File: src/rtl/bso_pkg.sv
package bso_pkg;

	localparam int unsigned WORD_W  = 32;
	localparam int unsigned ROT_W   = 5;
	localparam int unsigned CLR_W   = 6;
	localparam int unsigned FIELD_W = 12;

	// shift type encoding of instruction bits 6..5
	typedef enum logic [1:0] {
		SH_LSL = 2'd0,
		SH_LSR = 2'd1,
		SH_ASR = 2'd2,
		SH_ROR = 2'd3
	} shift_type_t;

	// where the shifter carry comes from
	typedef enum logic [1:0] {
		CSEL_CIN  = 2'd0,
		CSEL_BIT  = 2'd1,
		CSEL_ZERO = 2'd2
	} csel_t;

	// every operand form reduced to: rotate right, then clear n bits at one end and fill
	typedef struct packed {
		logic [WORD_W-1:0] val;
		logic [ROT_W-1:0]  rot;
		logic [CLR_W-1:0]  clr_n;
		logic              clr_hi;
		logic              fill;
		csel_t             csel;
		logic [ROT_W-1:0]  cidx;
		logic              cin;
	} dec_t;

	typedef struct packed {
		logic [WORD_W-1:0] rotated;
		logic [WORD_W-1:0] mask;
		logic              fill;
		logic              carry;
	} rot_t;

endpackage

File: src/rtl/bso_req_if.sv
interface bso_req_if import bso_pkg::*; ();
	logic               valid;
	logic               ready;
	logic [FIELD_W-1:0] operand_field;
	logic               imm_form;
	logic               by_register;
	logic [WORD_W-1:0]  reg_value;
	logic [7:0]         shift_reg_byte;
	logic               carry_in;

	modport source (
		output valid, operand_field, imm_form, by_register, reg_value, shift_reg_byte,
		       carry_in,
		input  ready
	);
	modport sink (
		input  valid, operand_field, imm_form, by_register, reg_value, shift_reg_byte,
		       carry_in,
		output ready
	);
endinterface

File: src/rtl/bso_rsp_if.sv
interface bso_rsp_if import bso_pkg::*; ();
	logic              valid;
	logic              ready;
	logic [WORD_W-1:0] operand;
	logic              carry_out;

	modport source (output valid, operand, carry_out, input ready);
	modport sink (input valid, operand, carry_out, output ready);
endinterface

File: src/rtl/bso_decode.sv
module bso_decode import bso_pkg::*; (
	input  logic [FIELD_W-1:0] operand_field,
	input  logic               imm_form,
	input  logic               by_register,
	input  logic [WORD_W-1:0]  reg_value,
	input  logic [7:0]         shift_reg_byte,
	input  logic               carry_in,
	output dec_t               dec
);

	logic [ROT_W-1:0] a5;
	logic [ROT_W-1:0] imm_rot;
	logic             sign;
	logic             big;
	logic             eq32;
	logic             amt_zero;
	shift_type_t      typ;

	assign typ      = shift_type_t'(operand_field[6:5]);
	assign sign     = reg_value[WORD_W-1];
	assign a5       = by_register ? shift_reg_byte[ROT_W-1:0] : operand_field[11:7];
	assign imm_rot  = {operand_field[11:8], 1'b0};
	assign big      = shift_reg_byte[7:5] != 3'd0;
	assign eq32     = shift_reg_byte == 8'd32;
	assign amt_zero = by_register ? (shift_reg_byte == 8'd0) : (a5 == '0);

	// reduce the operand encoding to rotate / clear / fill / carry select
	always_comb begin
		dec.val    = reg_value;
		dec.rot    = '0;
		dec.clr_n  = '0;
		dec.clr_hi = 1'b1;
		dec.fill   = 1'b0;
		dec.csel   = CSEL_CIN;
		dec.cidx   = '0;
		dec.cin    = carry_in;
		if (imm_form) begin
			dec.val = {{(WORD_W-8){1'b0}}, operand_field[7:0]};
			dec.rot = imm_rot;
			if (imm_rot != '0) begin
				dec.csel = CSEL_BIT;
				dec.cidx = imm_rot - 1'b1;
			end
		end else if (by_register && amt_zero) begin
			// register amount zero: pass value and carry
			dec.csel = CSEL_CIN;
		end else begin
			case (typ)
				SH_LSL: begin
					if (!by_register && amt_zero) begin
						dec.csel = CSEL_CIN;
					end else if (by_register && big) begin
						dec.clr_n = CLR_W'(WORD_W);
						dec.csel  = eq32 ? CSEL_BIT : CSEL_ZERO;
						dec.cidx  = '0;
					end else begin
						dec.rot    = ROT_W'(0) - a5;
						dec.clr_n  = {1'b0, a5};
						dec.clr_hi = 1'b0;
						dec.csel   = CSEL_BIT;
						dec.cidx   = ROT_W'(0) - a5;
					end
				end
				SH_LSR, SH_ASR: begin
					dec.fill = (typ == SH_ASR) ? sign : 1'b0;
					if ((!by_register && amt_zero) || (by_register && big)) begin
						dec.clr_n = CLR_W'(WORD_W);
						dec.csel  = CSEL_BIT;
						dec.cidx  = ROT_W'(WORD_W-1);
						// logical right by more than a word also clears the carry
						if (typ == SH_LSR && by_register && !eq32) begin
							dec.csel = CSEL_ZERO;
						end
					end else begin
						dec.rot   = a5;
						dec.clr_n = {1'b0, a5};
						dec.csel  = CSEL_BIT;
						dec.cidx  = a5 - 1'b1;
					end
				end
				SH_ROR: begin
					dec.csel = CSEL_BIT;
					if (!by_register && amt_zero) begin
						// RRX: rotate by one, old carry into the top bit
						dec.rot   = ROT_W'(1);
						dec.clr_n = CLR_W'(1);
						dec.fill  = carry_in;
						dec.cidx  = '0;
					end else if (a5 == '0) begin
						dec.cidx = ROT_W'(WORD_W-1);
					end else begin
						dec.rot  = a5;
						dec.cidx = a5 - 1'b1;
					end
				end
				default: begin
					dec.csel = CSEL_CIN;
				end
			endcase
		end
	end

endmodule

File: src/rtl/barrel_shifter_operand_two.sv
// Second-operand barrel shifter for data-processing instructions.
//
// Request channel (req): one beat carries instruction bits 11..0, the
// immediate/register form select, the shift-by-register select, the value
// of Rm (with any PC offset already applied), the low byte of Rs and the
// current C flag. Response channel (rsp): one beat carries the 32-bit
// operand and the shifter carry, in request order.
//
// An accepted request beat passes through three register stages to the
// response beat: decode, rotate, mask and fill. Throughput is one
// beat per cycle; a request is taken in every cycle in which the final
// stage is empty or its beat is being taken.
//
// Reset clears all stage valid bits, so no response appears until a new
// request enters. When the receiver holds ready low, the beats stay in
// their stages and the pipe fills; ready on the request side falls only
// once all three stages hold a beat.
module barrel_shifter_operand_two import bso_pkg::*; (
	input  logic      clk,
	input  logic      arst_n,
	bso_req_if.sink   req,
	bso_rsp_if.source rsp
);

	dec_t              dec;
	dec_t              dec_s1;
	rot_t              rot_c;
	rot_t              rot_s2;
	logic [WORD_W-1:0] operand_s3;
	logic              carry_s3;
	logic              vld_s1, vld_s2, vld_s3;
	logic              rdy_s1, rdy_s2, rdy_s3;
	logic [2*WORD_W-1:0] dbl;

	bso_decode u_decode (
		.operand_field  (req.operand_field),
		.imm_form       (req.imm_form),
		.by_register    (req.by_register),
		.reg_value      (req.reg_value),
		.shift_reg_byte (req.shift_reg_byte),
		.carry_in       (req.carry_in),
		.dec            (dec)
	);

	// a stage advances when it is empty or its beat moves on
	assign rdy_s3    = !vld_s3 || rsp.ready;
	assign rdy_s2    = !vld_s2 || rdy_s3;
	assign rdy_s1    = !vld_s1 || rdy_s2;
	assign req.ready = rdy_s1;

	always_ff @(posedge clk or negedge arst_n) begin
		if (!arst_n) begin
			vld_s1 <= 1'b0;
			vld_s2 <= 1'b0;
			vld_s3 <= 1'b0;
		end else begin
			if (rdy_s1) vld_s1 <= req.valid;
			if (rdy_s2) vld_s2 <= vld_s1;
			if (rdy_s3) vld_s3 <= vld_s2;
		end
	end

	// stage 1: register the decoded form
	always_ff @(posedge clk) begin
		if (rdy_s1) dec_s1 <= dec;
	end

	// stage 2 logic: rotate right, build the clear mask, pick the carry
	assign dbl = {dec_s1.val, dec_s1.val} >> dec_s1.rot;

	always_comb begin
		rot_c.rotated = dbl[WORD_W-1:0];
		rot_c.fill    = dec_s1.fill;
		if (dec_s1.clr_hi) begin
			rot_c.mask = ~({WORD_W{1'b1}} >> dec_s1.clr_n);
		end else begin
			rot_c.mask = ~({WORD_W{1'b1}} << dec_s1.clr_n);
		end
		case (dec_s1.csel)
			CSEL_CIN: rot_c.carry = dec_s1.cin;
			CSEL_BIT: rot_c.carry = dec_s1.val[dec_s1.cidx];
			default:  rot_c.carry = 1'b0;
		endcase
	end

	always_ff @(posedge clk) begin
		if (rdy_s2) rot_s2 <= rot_c;
	end

	// stage 3: clear and fill the shifted-out bits
	always_ff @(posedge clk) begin
		if (rdy_s3) begin
			operand_s3 <= (rot_s2.rotated & ~rot_s2.mask) | ({WORD_W{rot_s2.fill}} & rot_s2.mask);
			carry_s3   <= rot_s2.carry;
		end
	end

	assign rsp.valid     = vld_s3;
	assign rsp.operand   = operand_s3;
	assign rsp.carry_out = carry_s3;

	// a stalled stage 2 beat holds
	a_s2_hold: assert property (@(posedge clk) disable iff (!arst_n)
		vld_s2 && !rdy_s3 |=> vld_s2 && $stable(rot_s2))
		else $error("stage 2 beat changed while stalled");

	// a stage 1 beat that moves on lands in stage 2
	a_s1_advance: assert property (@(posedge clk) disable iff (!arst_n)
		vld_s1 && rdy_s2 |=> vld_s2)
		else $error("stage 1 beat lost");

	// clear count never exceeds a word
	a_clr_range: assert property (@(posedge clk) disable iff (!arst_n)
		vld_s1 |-> dec_s1.clr_n <= CLR_W'(WORD_W))
		else $error("clear count out of range");

	// a forced-zero carry only comes with a fully cleared, zero-filled operand
	a_zero_carry: assert property (@(posedge clk) disable iff (!arst_n)
		vld_s1 && dec_s1.csel == CSEL_ZERO |-> dec_s1.clr_n == CLR_W'(WORD_W) && !dec_s1.fill)
		else $error("zero carry without zero operand");

endmodule
File: src/flat_wrapper.sv
// flat-port wrapper written by rule: the top's interface ports become plain ports
module barrel_shifter_operand_two_flat import bso_pkg::*;
  (clk, arst_n, req_valid, req_operand_field, req_imm_form, req_by_register, req_reg_value, req_shift_reg_byte, req_carry_in, req_ready, rsp_valid, rsp_operand, rsp_carry_out, rsp_ready);
  bso_req_if req_i ();
  bso_rsp_if rsp_i ();
  input  logic clk;
  input  logic arst_n;
  input wire logic [$bits(req_i.valid)-1:0] req_valid;
  input wire logic [$bits(req_i.operand_field)-1:0] req_operand_field;
  input wire logic [$bits(req_i.imm_form)-1:0] req_imm_form;
  input wire logic [$bits(req_i.by_register)-1:0] req_by_register;
  input wire logic [$bits(req_i.reg_value)-1:0] req_reg_value;
  input wire logic [$bits(req_i.shift_reg_byte)-1:0] req_shift_reg_byte;
  input wire logic [$bits(req_i.carry_in)-1:0] req_carry_in;
  output wire logic [$bits(req_i.ready)-1:0] req_ready;
  output wire logic [$bits(rsp_i.valid)-1:0] rsp_valid;
  output wire logic [$bits(rsp_i.operand)-1:0] rsp_operand;
  output wire logic [$bits(rsp_i.carry_out)-1:0] rsp_carry_out;
  input wire logic [$bits(rsp_i.ready)-1:0] rsp_ready;
  assign req_i.valid = req_valid;
  assign req_i.operand_field = req_operand_field;
  assign req_i.imm_form = req_imm_form;
  assign req_i.by_register = req_by_register;
  assign req_i.reg_value = req_reg_value;
  assign req_i.shift_reg_byte = req_shift_reg_byte;
  assign req_i.carry_in = req_carry_in;
  assign req_ready = req_i.ready;
  assign rsp_valid = rsp_i.valid;
  assign rsp_operand = rsp_i.operand;
  assign rsp_carry_out = rsp_i.carry_out;
  assign rsp_i.ready = rsp_ready;
  barrel_shifter_operand_two u_core (.clk(clk), .arst_n(arst_n), .req(req_i), .rsp(rsp_i));
endmodule
File: config.mk
export PLATFORM = sky130hd
export DESIGN_NAME = barrel_shifter_operand_two_flat
export DESIGN_NICKNAME = d
export VERILOG_FILES = /design/src/rtl/bso_pkg.sv /design/src/rtl/bso_req_if.sv /design/src/rtl/bso_rsp_if.sv /design/src/rtl/bso_decode.sv /design/src/rtl/barrel_shifter_operand_two.sv /design/src/flat_wrapper.sv
export SDC_FILE = /design/constraint.sdc
export NUM_CORES = 1
export LEC_CHECK = 0
export BUFFER_PORTS_ARGS = -buffer_cell sky130_fd_sc_hd__clkbuf_2
export CAP_MARGIN = 20
export CORE_MARGIN = 2
export CORE_UTILIZATION = 45
export DETAILED_ROUTE_END_ITERATION = 12
export PLACE_DENSITY = 0.6
export SLEW_MARGIN = 20
export SYNTH_ARGS = -nofsm -noshare
export SYNTH_HDL_FRONTEND = slang
export SYNTH_SLANG_ARGS = --single-unit
File: constraint.sdc
create_clock -name clk -period 3.42 [get_ports clk]
set_input_delay 0.342 -clock clk [delete_from_list [all_inputs] [get_ports clk]]
set_output_delay 0.342 -clock clk [all_outputs]
set_load 0.03 [all_outputs]
# Word-level counts from Yosys, hierarchy flattened
# Cells that the tools add are included.
# totals
regBits,155
elab_cells,97
# op_classes
addsub,3
n_lt_le_gt_ge,1
n_eq_ne,5
shifts,3
mux,36
bitwise_logic,7
reduce_logical,23
# op_table
cell,count
32-bit NOT,3
32-bit bitwise AND,2
64-bit by 5-bit >> shifter with 32-bit output,1
5-bit 2-to-1 mux,10
11-bit case mux with 3 select lines,1
32-bit 2-to-1 mux,1
32-bit bitwise OR,1
32-bit by 6-bit << shifter with 32-bit output (first input constant),1
32-bit by 6-bit >> shifter with 32-bit output (first input constant),1
7-bit 2-to-1 mux,3
7-bit case mux with 3 select lines,1
6-bit 2-to-1 mux,3
13-bit 2-to-1 mux,1
12-bit 2-to-1 mux,1
5-bit by 1-bit subtractor with 5-bit output (second input constant),2
8-bit by 6-bit equality test with 1-bit output (second input constant),1
8-bit logical NOT,1
2-bit 2-to-1 mux,4
8-bit 2-to-1 mux,1
1-bit 2-to-1 mux,7
5-bit by 6-bit less-than comparator with 1-bit output (second input constant),1
1-bit binary-select mux with 5-bit select,1
1-bit logical AND,5
1-bit logical NOT,5
other kinds (12),20

# Depth between registers and ports, before layout
# logic_depth
depth_word,9
mapped_depth,12
ltp_nobuf,10

# Cells and area by module
# From an unflattened synthesis, not the netlist that was laid out.
# hier_totals
hier_cells,701
area_unflattened_um2,8993.6
# by_module_without_submodules
module,n_inst,cells_each,area_each_um2
barrel_shifter_operand_two,1,527,7820.0
bso_decode,1,174,1173.6

# Least setup slack after synthesis
# No wires, ideal clock.
# synth_path
path_type,register -> register
startpoint,reg u_core.vld_s3 (netlist: u_core.rsp.valid)
endpoint,"reg u_core.dec_s1[0] in the netlist's numbering, enable pin"
t_arrival_ps,2364
required_ps,2440
setup_slack_ps,76
path_stages_with_launch,2
n_path_buf,0
period_less_slack_ps,3344
path_cell_list,dfrtp_1 -> nand4b_1
# synth_via
elab_chain_cells,4
# synth_rtl
item,line_no,source
start: declaration,barrel_shifter_operand_two.sv:31,"logic vld_s1, vld_s2, vld_s3;"
start signal: assignment,barrel_shifter_operand_two.sv:59,if (rdy_s3) vld_s3 <= vld_s2;
1-bit logical NOT,barrel_shifter_operand_two.sv:46,assign rdy_s3 = !vld_s3 || rsp.ready;
1-bit logical OR,barrel_shifter_operand_two.sv:46,
1-bit logical OR,barrel_shifter_operand_two.sv:47,assign rdy_s2 = !vld_s2 || rdy_s3;
1-bit logical OR,barrel_shifter_operand_two.sv:48,assign rdy_s1 = !vld_s1 || rdy_s2;
named net req_ready,flat_wrapper.sv:15,output wire logic [$bits(req_i.ready)-1:0] req_ready;
end signal: assignment,barrel_shifter_operand_two.sv:65,if (rdy_s1) dec_s1 <= dec;
end: declaration,barrel_shifter_operand_two.sv:26,dec_t dec_s1;
# The timed path passes the listed nets, and every way through them passes these cells.
# A chain may end at the register's enable or synchronous reset.

==> summary.md <==
| Metric | Value |
|---|---|
| Cell Pwr Density | `616 nW/um2` |
| Worst Tran Pin Value | `0.995 ns` |
| Worst slew margin | `33.6%` |
| Leakage power | `4.04 nW` |
| Clock transition at path regs | `0.07 ns` |
| Largest net degree at the start of global routing | `68` |
| Commonest non-fill, non-tap cell in the layout | `edfxtp_1` |
| Yosys Warn Count | `0` |
| Die area | `21500 um2` |
| Yosys reg bits | `155` |
| Via-to-Cell Ratio | `5.67` |
| Die Width | `147 um` |
| Share of layout cells above drive strength 1 | `34.8%` |
| Flop2flop setup slack | `0.92 ns` |
| Worst r2r src | `u_core.dec_s1[17]` |
| Routed WL per cell | `19.4 um` |
| GR Overflow Total | `0` |
| RSZ-0062 raised after global routing | `false` |
| Syn_area_per_cell | `12.9 um2` |
| Synth Cell Area | `9170 um2` |
| Die Span Y | `147 um` |
| Crit path required time | `3.60 ns` |
| Cell count after synthesis | `710` |
| Hold crit path type | `in2reg` |
| Fin Setup TNS | `0 ns` |
| Syn nets | `778` |
| Maxcap violations | `0` |
| Post-synth EDFFs | `152` |
| Final worst path period need | `2.62 ns` |
| Core Rows | `52` |
| Final Util | `51.8%` |
| GPL Wtd Cong | `0.893` |
| Htree depth | `4` |
| First DRT Iteration DRCs | `570` |
| DP HPWL | `15400 um` |
| Total CTS buffers | `17` |
| F_max | `0.382 GHz` |
| Outcome | `completed` |
| Clock Path Buffers | `2` |
| Setup Viol. Count Final | `0` |
| Routed Wire Length | `20800 um` |
| Placed insts | `1035` |
| DRC violation count after routing | `0` |
| Total track usage | `19.7%` |
| Core ar. | `20100 um2` |
| Antenna violations before repair | `1` |
| CTS tree | `done` |
| Prevailing post-synth register cell | `edfxtp_1` |
| Worst Skew | `0.0162 ns` |
| CP Launch Type | `input pin` |
| Number of nets in the layout | `853` |
| Router iterations before antenna repair | `5` |
| HP Start | `req_valid` |
| Setup Crit Path Kind | `in2reg` |
| Post-Layout Inst Area | `10400 um2` |
| Slew Limit Fails | `0` |
| IO buf count | `93` |
| Routed Antenna Nets | `0` |
| Vias post-DR | `6059` |
| Final worst-path cycle share | `76.5%` |
| Final hold vios | `0` |
| Worst Path Arrival | `2.79 ns` |
| Vias in the first global route | `5884` |
| Critical Path Start | `req_by_register` |
| CP max FO | `15` |
| Top Ports | `94` |
| Sequential share of the synthesized area | `50.6%` |
| Most frequent cells in the layout | `edfxtp_1 (152), clkbuf_2 (93), nand2_1 (64)` |
| Synth cell types | `63` |
| Sink Count | `155` |
| Initial Utilization | `45.6%` |
| Ys async rst share | `1.94%` |
| Critical Path Sink Type | `flop` |
| Syn-to-layout area delta | `13.5%` |
| Post-Layout Cell Count | `1069` |
| VDD IR max | `0.302 mV` |
| Root Buffer Master | `clkbuf_16` |
| DP Area | `9820 um2` |
| Clock Latency Late Sink | `0.43 ns` |
| First-pass GRT wire length | `32600 um` |
-- repair_timing --
| action | 4_1_cts | 5_1_grt |
|---|---|---|
| resized for setup | 0 | 0 |
| buffers inserted | 0 | 0 |
| hold buffers | 1 | 0 |
| hold endpoints to repair | 3 | 0 |
-- synth_stat cells, drive strengths merged, types with 2 or more instances --
cell type	number	area (um2)
or3	2	12.5
o21a	3	22.5
nor4	3	18.8
a31o	2	17.5
maj3	2	20.0
xor2	2	17.5
nand3b	2	15.0
o211ai	3	22.5
a22o	2	17.5
clkbuf	34	130
buf	22	159
a31oi	4	25.0
mux2	57	702
a21oi	42	210
or2	2	12.5
a21boi	2	15.0
nand2	64	240
and2	2	12.5
nand3	9	45.0
mux2i	57	587
o21ai	60	420
and3	3	18.8
o21bai	5	37.5
a221o	2	20.0
o221a	2	22.5
edfxtp	152	4560
inv	7	26.3
nor2	37	139
dfrtp	3	75.1
nor2b	28	175
nor3	8	45.0
xnor2	3	26.3
nand4b	2	17.5
mux4	40	908
ha	9	113
a21o	3	22.5
nand2b	14	87.6
o31ai	4	30.0
a311oi	2	17.5
-- cell type report --
type,count,area [um2]
clock buffer,17,425
sequential,155,4640
fill,1759,9700
antenna,1,2.50
inverter,7,26.3
tap,270,338
clock inverter,15,149
timing repair buffer,112,611
multi-input combinational,492,4210
-- critical path, stage by stage --
cell and delay, ns:
clkbuf_2 0.25, mux2_2 0.32, inv_1 0.06, ha_1 0.22, and3_1 0.17, ha_1 0.30, nor2_1 0.41, nor2_1 0.15
o21ai_1 0.16, o21ai_1 0.07, a221o_1 0.34
-- sequential cells by signal, indices dropped and copies added, names as in the netlist --
| register | flops |
|---|---|
| u_core.rot_s2 | 66 |
| u_core.rsp.operand | 32 |
| u_core.vld_s2 | 1 |
| u_core.dec_s1 | 53 |
| u_core.rsp.carry_out | 1 |
| u_core.vld_s1 | 1 |
| u_core.rsp.valid | 1 |
-- layer usage --
layer,vias up,track usage (%),share of wire [%]
met3,30,3.82,4.2
met1,2960,26.5,45
met5,-,0,0
met2,186,32.4,49
li1,2883,-,-
met4,0,6.46,2.1
-- report_power, final --
part           leakage, nW  internal (mW)  switching (mW)
clock                0.277          0.971           0.866
sequential            1.63           2.59           0.260
combinational         2.14          0.754           0.961
-- final timing paths --
kind,end,depth (start not counted)
worst max-delay path,u_core.dec_s1[3],11
worst min-delay path,u_core.vld_s1,2
worst max register to register,u_core.rot_s2[44],5
worst min register to register,u_core.rot_s2[1],0
max in group asynchronous,u_core.vld_s1,2
min in group asynchronous,u_core.rsp.valid,2
-- cell families after synthesis --
| kind of cell | after synthesis | synth area share, % |
|---|---|---|
| adder cells (fa/ha/maj) | 11 | 1.45 |
| flip-flops | 155 | 50.6 |
| buffers and inverters | 63 | 3.44 |
| AND/OR/NAND/NOR | 178 | 9.48 |
| multiplexers | 154 | 24.0 |
| AO/OA/AOI/OAI | 144 | 10.6 |
| XOR/XNOR | 5 | 0.478 |
-- metrics by stage --
stage | setup slack [ns] | power [mW] | hold WS (ns)
CTS | 0.825 | 6.47 | 0.0898
floorplan | 0.0762 | 4.13 | 0.0464
global route | 0.610 | 6.72 | 0.109
global placement | 0.392 | 4.59 | 0.138
detailed placement | 0.350 | 4.62 | 0.145
finish | 0.803 | 6.40 | 0.0998
No activity file was read; power rests on OpenSTA's default activity.
